## src/rtl/core/smoothing_filter_5x5_defines.svh

```systemverilog
// ----------------------------------------------------------------------------
// smoothing_filter_5x5 assertion macros
// Concurrent assertion wrappers; empty when SYNTHESIS is defined.
// ----------------------------------------------------------------------------
`ifndef SMOOTHING_FILTER_5X5_DEFINES_SVH
`define SMOOTHING_FILTER_5X5_DEFINES_SVH

`ifndef SYNTHESIS
`define SF5_ASSERT(lbl, clk, rst_n, prop, msg) \
    lbl: assert property (@(posedge clk) disable iff (!rst_n) (prop)) \
        else $error(msg);
`define SF5_ASSERT_NEXT(lbl, clk, rst_n, ante, cons, msg) \
    lbl: assert property (@(posedge clk) disable iff (!rst_n) (ante) |=> (cons)) \
        else $error(msg);
`else
`define SF5_ASSERT(lbl, clk, rst_n, prop, msg)
`define SF5_ASSERT_NEXT(lbl, clk, rst_n, ante, cons, msg)
`endif

`endif

```

## src/rtl/core/sf5_pkg.sv

```systemverilog
// ----------------------------------------------------------------------------
// sf5_pkg
// Shared types and constants of the 5x5 smoothing filter.
// ----------------------------------------------------------------------------
`timescale 1ns / 1ps

package sf5_pkg;

    localparam int FW_BITS     = 11;
    localparam int FH_BITS     = 13;
    localparam int CFG_W       = 13;
    localparam int ROW_W       = 13;
    localparam int HEIGHT_MAX  = 4096;
    localparam int IN_PIX_W    = 16;
    localparam int OUT_W       = 21;
    localparam int OUT_TDATA_W = 24;
    localparam int FIFO_DEPTH  = 8;
    localparam int FIFO_AW     = 3;

    typedef enum logic [0:0] {
        REG_FRAME_WIDTH  = 1'b0,
        REG_FRAME_HEIGHT = 1'b1
    } t_cfg_reg;

    typedef enum logic [0:0] {
        MODE_PIXEL = 1'b0,
        MODE_DRAIN = 1'b1
    } t_mode;

    // kernel weights, row major, top row first
    localparam logic [1:0] KERN [5][5] = '{
        '{2'd0, 2'd1, 2'd1, 2'd1, 2'd0},
        '{2'd1, 2'd1, 2'd2, 2'd1, 2'd1},
        '{2'd1, 2'd2, 2'd3, 2'd2, 2'd1},
        '{2'd1, 2'd1, 2'd2, 2'd1, 2'd1},
        '{2'd0, 2'd1, 2'd1, 2'd1, 2'd0}
    };

    typedef struct packed {
        logic       emit;
        logic       last;
        logic [4:0] rmask;
        logic [4:0] cmask;
    } t_tap_ctrl;

    typedef struct packed {
        logic s2_emit;
        logic s3_emit;
    } t_conv_stat;

endpackage

```

## src/rtl/core/sf5_conv.sv

```systemverilog
// ----------------------------------------------------------------------------
// sf5_conv
// 5x5 window shift, masked weighted row sums, final sum.
// ----------------------------------------------------------------------------
`timescale 1ns / 1ps

module sf5_conv #(
    parameter int PW = 16
) (
    input  logic                  i_clk,
    input  logic                  i_rst_n,
    input  logic                  i_restart,
    input  logic                  i_valid,
    input  sf5_pkg::t_tap_ctrl    i_ctrl,
    input  logic [1:0]            i_rot,
    input  logic [3:0][PW-1:0]    i_rdata,
    input  logic [PW-1:0]         i_pix,
    output sf5_pkg::t_conv_stat   o_stat,
    output logic                  o_valid,
    output logic                  o_last,
    output logic [PW+4:0]         o_sum
);

    localparam int RSW = PW + 4;
    localparam int SW  = PW + 5;

    logic [PW-1:0]      w_col [5];
    logic [PW-1:0]      r_win [5][5];
    logic [PW-1:0]      n_win [5][5];
    logic               r_clear;
    logic               r_s2_emit;
    sf5_pkg::t_tap_ctrl r_s2_ctrl;
    logic [RSW-1:0]     w_row [5];
    logic [RSW-1:0]     r_s3_row [5];
    logic               r_s3_emit;
    logic               r_s3_last;

    // column entering the window: oldest row from bank rot
    always_comb begin
        for (int i = 0; i < 4; i++) begin
            w_col[i] = i_rdata[i_rot + 2'(i)];
        end
        w_col[4] = i_pix;
    end

    always_comb begin
        for (int i = 0; i < 5; i++) begin
            for (int j = 0; j < 4; j++) begin
                n_win[i][j] = r_clear ? '0 : r_win[i][j+1];
            end
            n_win[i][4] = w_col[i];
        end
    end

    always_ff @(posedge i_clk) begin
        if (i_valid) begin
            r_win <= n_win;
        end
        r_s2_ctrl <= i_ctrl;
    end

    always_ff @(posedge i_clk) begin
        if (!i_rst_n) begin
            r_clear   <= 1'b1;
            r_s2_emit <= 1'b0;
        end else begin
            if (i_restart) begin
                r_clear <= 1'b1;
            end else if (i_valid) begin
                r_clear <= i_ctrl.emit && i_ctrl.last;
            end
            r_s2_emit <= i_valid && i_ctrl.emit;
        end
    end

    // taps outside the frame drop out
    always_comb begin
        for (int i = 0; i < 5; i++) begin
            w_row[i] = '0;
            for (int j = 0; j < 5; j++) begin
                if (r_s2_ctrl.rmask[i] && r_s2_ctrl.cmask[j]) begin
                    w_row[i] = w_row[i]
                             + RSW'(r_win[i][j]) * RSW'(sf5_pkg::KERN[i][j]);
                end
            end
        end
    end

    always_ff @(posedge i_clk) begin
        r_s3_row  <= w_row;
        r_s3_last <= r_s2_ctrl.last;
    end

    always_ff @(posedge i_clk) begin
        if (!i_rst_n) begin
            r_s3_emit <= 1'b0;
        end else begin
            r_s3_emit <= r_s2_emit;
        end
    end

    always_comb begin
        o_sum = '0;
        for (int i = 0; i < 5; i++) begin
            o_sum = o_sum + SW'(r_s3_row[i]);
        end
    end

    assign o_valid        = r_s3_emit;
    assign o_last         = r_s3_last;
    assign o_stat.s2_emit = r_s2_emit;
    assign o_stat.s3_emit = r_s3_emit;

endmodule

```

## config.mk

```make
export PLATFORM = sky130hd
export DESIGN_NAME = sf5_conv
export DESIGN_NICKNAME = d
export VERILOG_FILES = /design/src/rtl/core/smoothing_filter_5x5_defines.svh /design/src/rtl/core/sf5_pkg.sv /design/src/rtl/core/sf5_conv.sv
export SDC_FILE = /design/constraint.sdc
export NUM_CORES = 1
export LEC_CHECK = 0
export BUFFER_PORTS_ARGS = -buffer_cell sky130_fd_sc_hd__clkbuf_2
export CAP_MARGIN = 20
export CELL_PAD_IN_SITES_DETAIL_PLACEMENT = 0
export CELL_PAD_IN_SITES_GLOBAL_PLACEMENT = 1
export CORE_ASPECT_RATIO = 0.75
export CORE_MARGIN = 2
export CORE_UTILIZATION = 46
export CTS_CLUSTER_DIAMETER = 150
export CTS_CLUSTER_SIZE = 12
export DETAILED_ROUTE_END_ITERATION = 7
export GPL_ROUTABILITY_DRIVEN = 0
export PLACE_DENSITY_LB_ADDON = 0.1
export SKIP_LAST_GASP = 1
export SLEW_MARGIN = 0
export SYNTH_ARGS = -nofsm -noshare
export SYNTH_HDL_FRONTEND = slang
export SYNTH_SLANG_ARGS = --single-unit
```

## constraint.sdc

```tcl
create_clock -name i_clk -period 8.1 [get_ports i_clk]
set_input_delay 0.81 -clock i_clk [delete_from_list [all_inputs] [get_ports i_clk]]
set_output_delay 0.81 -clock i_clk [all_outputs]
set_load 0.1 [all_outputs]
```

==> metrics.yaml, run 1 <==
vias: 24969
setup_viol: 0
startpoint: "r_s2_ctrl[0]$_DFF_P_"
endpoint_kind: "flop"
p_total_mw: 11.23
worst_pin_slew_ps: 1064
synth_ff_type: "edfxtp_1"
antenna_found_initial: 4
core_area_um2: 73280
final_nets: 3809
clkTransAtPathRegs_ps: 70
die_x_um: 318.0
cts_hold_buf: 0
skew_ps: 32.53
p_per_area_nw_per_um2: 303.0
tritoncts: "done"
status: "finished, final reports clean"
cp_max_fo: 11
drive_gt1_frac: 0.1135
netlist-cell-type-count: 91
cts_buffers: 45
hp-start: "i_ctrl[4]"
cap_violations: 0
fmax_mhz: 128.8
area_growth_pct: 8.890
die_area_um2: 76160
setup-tns-final_ps: 0
drt_pass1_iterations: 5
start_util: 0.4642
path_class: "flop to flop"
start_kind: "flop"
grt_pass1_wl_um: 141600
root_buffer: "clkbuf_16"
synth-seq-cells: 479
diodes: 0
clkLatencyLatePin_ps: 630
synthTopCellsByCount: "368 x edfxtp_1, 293 x nor2b_1, 287 x ha_1"
pin_count: 123
cts_buffer_depth: 3
finalHoldViolations: 0
ant_nets: 0
irDropWorstVdd_mv: 2.290
synth-edff-count: 368
cts.sinks: 479
yosys.area.top_type: "edfxtp_1"
post_synth.cell_area_avg_um2: 10.48
synth_cells: 3247
crit_top_cell: "a21oi_1"
cts_htree_levels: 2
synth_top_area_frac: 0.3249
leakage_nw: 15.53
synth_warnings: 0
yosysSeqAreaShare: 0.3902
grt_max_degree: 163
route.detailed.drc: 0
portBuffers: 122
wl_per_cell_um: 21.09
critical_path.max_stage_delay_ps: 440
slew_viol_final: 0
drt_iter0_drc: 2023
synth_area_leaders: "edfxtp_1 32%, ha_1 11%, dfxtp_1 6.5%, nor2b_1 5.4%, fa_1 5.1%"
synthArstFlopShare: 0
r2r-start: "r_s2_ctrl[0]$_DFF_P_"
syn-cell-area_um2: 34020
gr-total-overflow: 0
track_usage: 0.2398
grt_pass1_vias: 24084
hpwl_um: 70250
cp_slowest_cell: "fa_1"
dieHeight_um: 239.5
worstHoldPathType: "primary input to flop"
period_share: 0.9587
drt-total-wl_um: 91590
vias_per_cell: 5.749
row_count: 86
fin_crit_ps: 7766
max_slew_margin: 0.2909
arrival_ps: 8320
cp.required_ps: 8650
synth.most_common_cell: "edfxtp_1"
-- where the power goes --
part           internal, mW  leakage, nW  switching, mW
registers              2.85         4.68          0.187
logic                  1.54         10.2           4.59
clock network          1.07        0.629          0.982
total                  5.47         15.5           5.76
-- per-stage QoR --
stage	hold slack [ps]	utilization	instances	setup slack, ps	cell area [um2]
2_1_floorplan	309.6	-	3248	54.58	34020
5_1_grt	258.5	0.5055	4343	-12.96	37040
6_report	285.6	0.5055	4343	334.5	37040
3_3_place_gp	311.9	0.4866	4257	397.7	35660
4_1_cts	243.0	0.5047	4341	241.0	36980
3_5_place_dp	318.9	0.4866	4257	289.4	35660
-- path summary, 6_finish.rpt --
| path | to | slack (ps) | depth (start not counted) |
|---|---|---|---|
| max reg2reg | r_s3_row[58]$_DFF_P_ | 330 | 36 |
| max | r_s3_row[58]$_DFF_P_ | 330 | 36 |
| min | r_s2_ctrl[4]$_DFF_P_ | 290 | 1 |
| min reg2reg | o_last$_DFF_P_ | 330 | 0 |
-- final cells by class --
cell class | count | area (um2)
inverter | 150 | 563.0
clock buffer | 82 | 1287
multi-input combinational | 2511 | 19790
timing repair buffer | 151 | 872.1
fill | 6578 | 36240
clock inverter | 2 | 36.28
tap | 968 | 1211
sequential | 479 | 13280
-- routing by layer --
metal  routed length, um  global-route usage
met1               47050              0.3781
met2               38220              0.3504
met3                4900             0.03019
met4                1421             0.04704
met5                   0                   0
-- sequential cells by signal, indices dropped and copies added, names as in the netlist --
signal / count
r_s2_emit: 1
r_clear: 1
r_s3_row: 96
o_last: 1
r_win: 368
r_s2_ctrl: 11
o_valid: 1
-- placed cells by master, fill, tap and decap left out, types with 86 or more instances in the layout --
cell type / instances
xnor2_1: 117
edfxtp_1: 368
inv_1: 149
nand2_1: 210
dfxtp_1: 109
nor2_1: 205
clkbuf_2: 120
ha_1: 286
nor2b_1: 293
o21ai_0: 157
a21oi_1: 173
fa_1: 86
-- cells by family (layout without fill, tap and decap cells) --
kind of cell	Yosys count	after routing	share of synthesized area
AO/OA/AOI/OAI	743	743	0.1443
XOR/XNOR	190	190	0.04892
other	1	2	0.0001102
AND/OR/NAND/NOR	1047	1047	0.1590
buffers and inverters	258	385	0.02924
flip-flops	479	479	0.3902
adder cells (fa/ha/maj)	373	373	0.1562
multiplexers	156	156	0.07209
-- worst max-delay path: cells and delay by family (launching register included) --
kind,cells,cell delay (ps)
AO/OA/AOI/OAI,18,3320
multiplexers,1,280
flip-flops,1,390
AND/OR/NAND/NOR,7,1000
XOR/XNOR,4,540
adder cells (fa/ha/maj),6,2130
-- what timing repair did --
action,CTS,global route
endpoints found under the hold margin,0,0
setup buffers,0,2
setup endpoints to repair,0,13
gates resized for setup,0,14
Note: power is estimated with default switching activity, not from simulation.
==> inputs of run 2 (changes only) <==
- CORE_UTILIZATION: 46 -> 30
- TNS_END_PERCENT: unset -> 30
==> run 2 against run 1 <==
Net effect:
- die area increased by 52%
- largest power group unchanged
- critical path type unchanged
- clock skew increased by 4.4 ps
- total power increased by 1.7%
- register-to-register slack improved by 90 ps
==> metrics.yaml, run 2 (synthesized netlist as in run 1, its figures left out) <==
antenna_found_initial: 4  # unchanged
cts.sinks: 479  # unchanged
critical_path.max_stage_delay_ps: 450  # about the same
final_area_um2: 37900  # +2.3%
hold_depth: 1  # unchanged
hpwl_um: 79780  # +14%
start_kind: "flop"
drive_gt1_frac: 0.1204  # +0.006873
worstHoldPathType: "primary input to flop"
fin_crit_ps: 7677  # -88.34 ps
max_slew_margin: 0.2897  # -0.001289
dieHeight_um: 295.6  # +23%
path_buf_inv: 1  # +1
drt_pass1_iterations: 5  # unchanged
die_area_um2: 116100  # +52%
worst_pin_slew_ps: 1063  # -0.6413 ps
largest_register_ffs: 368  # unchanged
status: "finished, final reports clean"
cp_slowest_cell: "fa_1"
startpoint: "r_win[225]$_SDFFCE_PP0P_"
cts_buffer_depth: 3  # unchanged
top_register: "r_win"
grt_pass1_wl_um: 155300  # +9.7%
cap_violations: 0  # unchanged
critical-path-top-delay-family: "compound AO/OA/AOI/OAI gates"
ant_nets: 0  # unchanged
track_usage: 0.1760  # -0.06386
grt_max_degree: 158  # -3.1%
arrival_ps: 8230  # -90 ps
pin_count: 123  # unchanged
route.detailed.drc: 0  # unchanged
cp_num_cells: 36  # unchanged
grt_pass1_vias: 24311  # +0.94%
path_class: "flop to flop"
setup_viol: 0  # unchanged
p_total_mw: 11.42  # +1.7%
cp.required_ps: 8660  # about the same
crit_top_cell: "a21oi_2"
drt-total-wl_um: 102700  # +12%
final_common_cell: "edfxtp_1"
cts_buffers: 45  # unchanged
place_area_um2: 36440  # +2.2%
seq_power_share: 0.267  # -0.004
core_area_um2: 111900  # +53%
register_area_um2: 13280  # about the same
die_x_um: 392.8  # +24%
final_nets: 3824  # +0.39%
tritoncts: "done"
final_cell_mix: "368 x edfxtp_1, 293 x nor2b_1, 284 x ha_1"
p_comb_frac: 0.549  # +0.003
cp_max_fo: 6  # -5
skew_ps: 36.97  # +4.442 ps
irDropWorstVdd_mv: 1.015  # -56%
internal_power_mw: 5.460  # -0.11%
clkLatencyLatePin_ps: 640  # about the same
root_buffer: "clkbuf_16"
clkTransAtPathRegs_ps: 60  # about the same
hp-start: "i_ctrl[4]"
gr-total-overflow: 0  # unchanged
reg_top3: "r_win: 368 flops, r_s3_row: 96 flops, r_s2_ctrl: 11 flops"
fillers: 11279  # +71%
power.share.clock: 0.184  # about the same
cts_htree_levels: 2  # unchanged
row_count: 106  # +23%
reg2regPathDepth: 36  # unchanged
drt_iter0_drc: 1683  # -17%
wl_per_cell_um: 20.96  # -0.63%
leakage_nw: 15.59  # +0.38%
start_util: 0.3039  # -0.1603
finalHoldViolations: 0  # unchanged
portBuffers: 122  # unchanged
vias_per_cell: 5.098  # -11%
power.switching_mw: 5.957  # +3.4%
cts_hold_buf: 0  # unchanged
slew_viol_final: 0  # unchanged
multiInputGateArea_um2: 19830  # +0.20%
fmax_mhz: 130.3  # +1.2%
rsz0062_at_grt: "true"
vias: 24996  # +0.11%
area_growth_pct: 11.41
swShare: 0.5218  # +0.008721
endpoint_kind: "flop"
period_share: 0.9478  # -0.01091
r2r-start: "r_win[225]$_SDFFCE_PP0P_"
p_per_area_nw_per_um2: 301.3  # -0.59%
run 2: cell types whose count changed in the layout (fill, tap and decap cells not counted), sizes merged:
cell and delta:
clkbuf -1, diode +1, clkinv +1, buf +15
run 2: power groups by stage:
stage	logic (mW)	registers [mW]	clock network, mW
after floorplan	4.72	2.98	0
after global placement	6.26	3.11	0
after detailed placement	6.28	3.10	0
final	6.27	3.05	2.11
after global routing	6.66	3.07	2.29
after CTS	6.31	3.05	2.20
run 2: stage by stage:
step | instances | hold WS (ps) | setup WS, ps | TNS, ps | utilization
5_1_grt | 4902 | 247.5 | -61.61 | -134.3 | 0.3385
3_5_place_dp | 4813 | 326.9 | 4.578 | 0 | 0.3256
3_3_place_gp | 4813 | 317.8 | 66.07 | 0 | 0.3256
6_report | 4903 | 273.8 | 422.8 | 0 | 0.3386
2_1_floorplan | 3248 | 309.6 | 54.58 | 0 | -
4_1_cts | 4897 | 224.8 | 51.22 | 0 | 0.3375
run 2: path summary, 6_finish.rpt:
path / slack [ps] / to
hold / removal: 270 / r_s2_ctrl[4]$_DFF_P_
setup reg to reg: 420 / r_s3_row[58]$_DFF_P_
hold reg to reg: 350 / o_last$_DFF_P_
setup / recovery: 420 / r_s3_row[58]$_DFF_P_
run 2: worst register-to-register path: cells and delay by family (launching register included):
family / cells / cell delay [ps]
AO/OA/AOI/OAI: 16 / 3070
adder cells (fa/ha/maj): 6 / 2060
AND/OR/NAND/NOR: 8 / 1150
XOR/XNOR: 4 / 500
flip-flops: 1 / 370
multiplexers: 1 / 290
buffers and inverters: 1 / 160
run 2: cell type report:
type | instances | area share
Clock buffer | 81 | 0.03331
Tap cell | 1512 | 0.04992
Multi-Input combinational cell | 2511 | 0.5233
Sequential cell | 479 | 0.3505
Clock inverter | 3 | 0.001750
Inverter | 150 | 0.01486
Antenna cell | 1 | 0.00006603
Timing Repair Buffer | 166 | 0.02631
run 2: timing repair:
item,4_1_cts,5_1_grt
setup buffers,0,5
resized for setup,1,27
setup endpoints to repair,1,15
pin swaps,0,4
run 2: per-layer routing:
metal | GRT usage | vias to the layer above | share of wire
li1 | - | 12121 | -
met5 | 0 | - | 0
met4 | 0.03224 | 0 | 0.015
met1 | 0.2881 | 12275 | 0.55
met3 | 0.01934 | 89 | 0.038
met2 | 0.2445 | 511 | 0.40
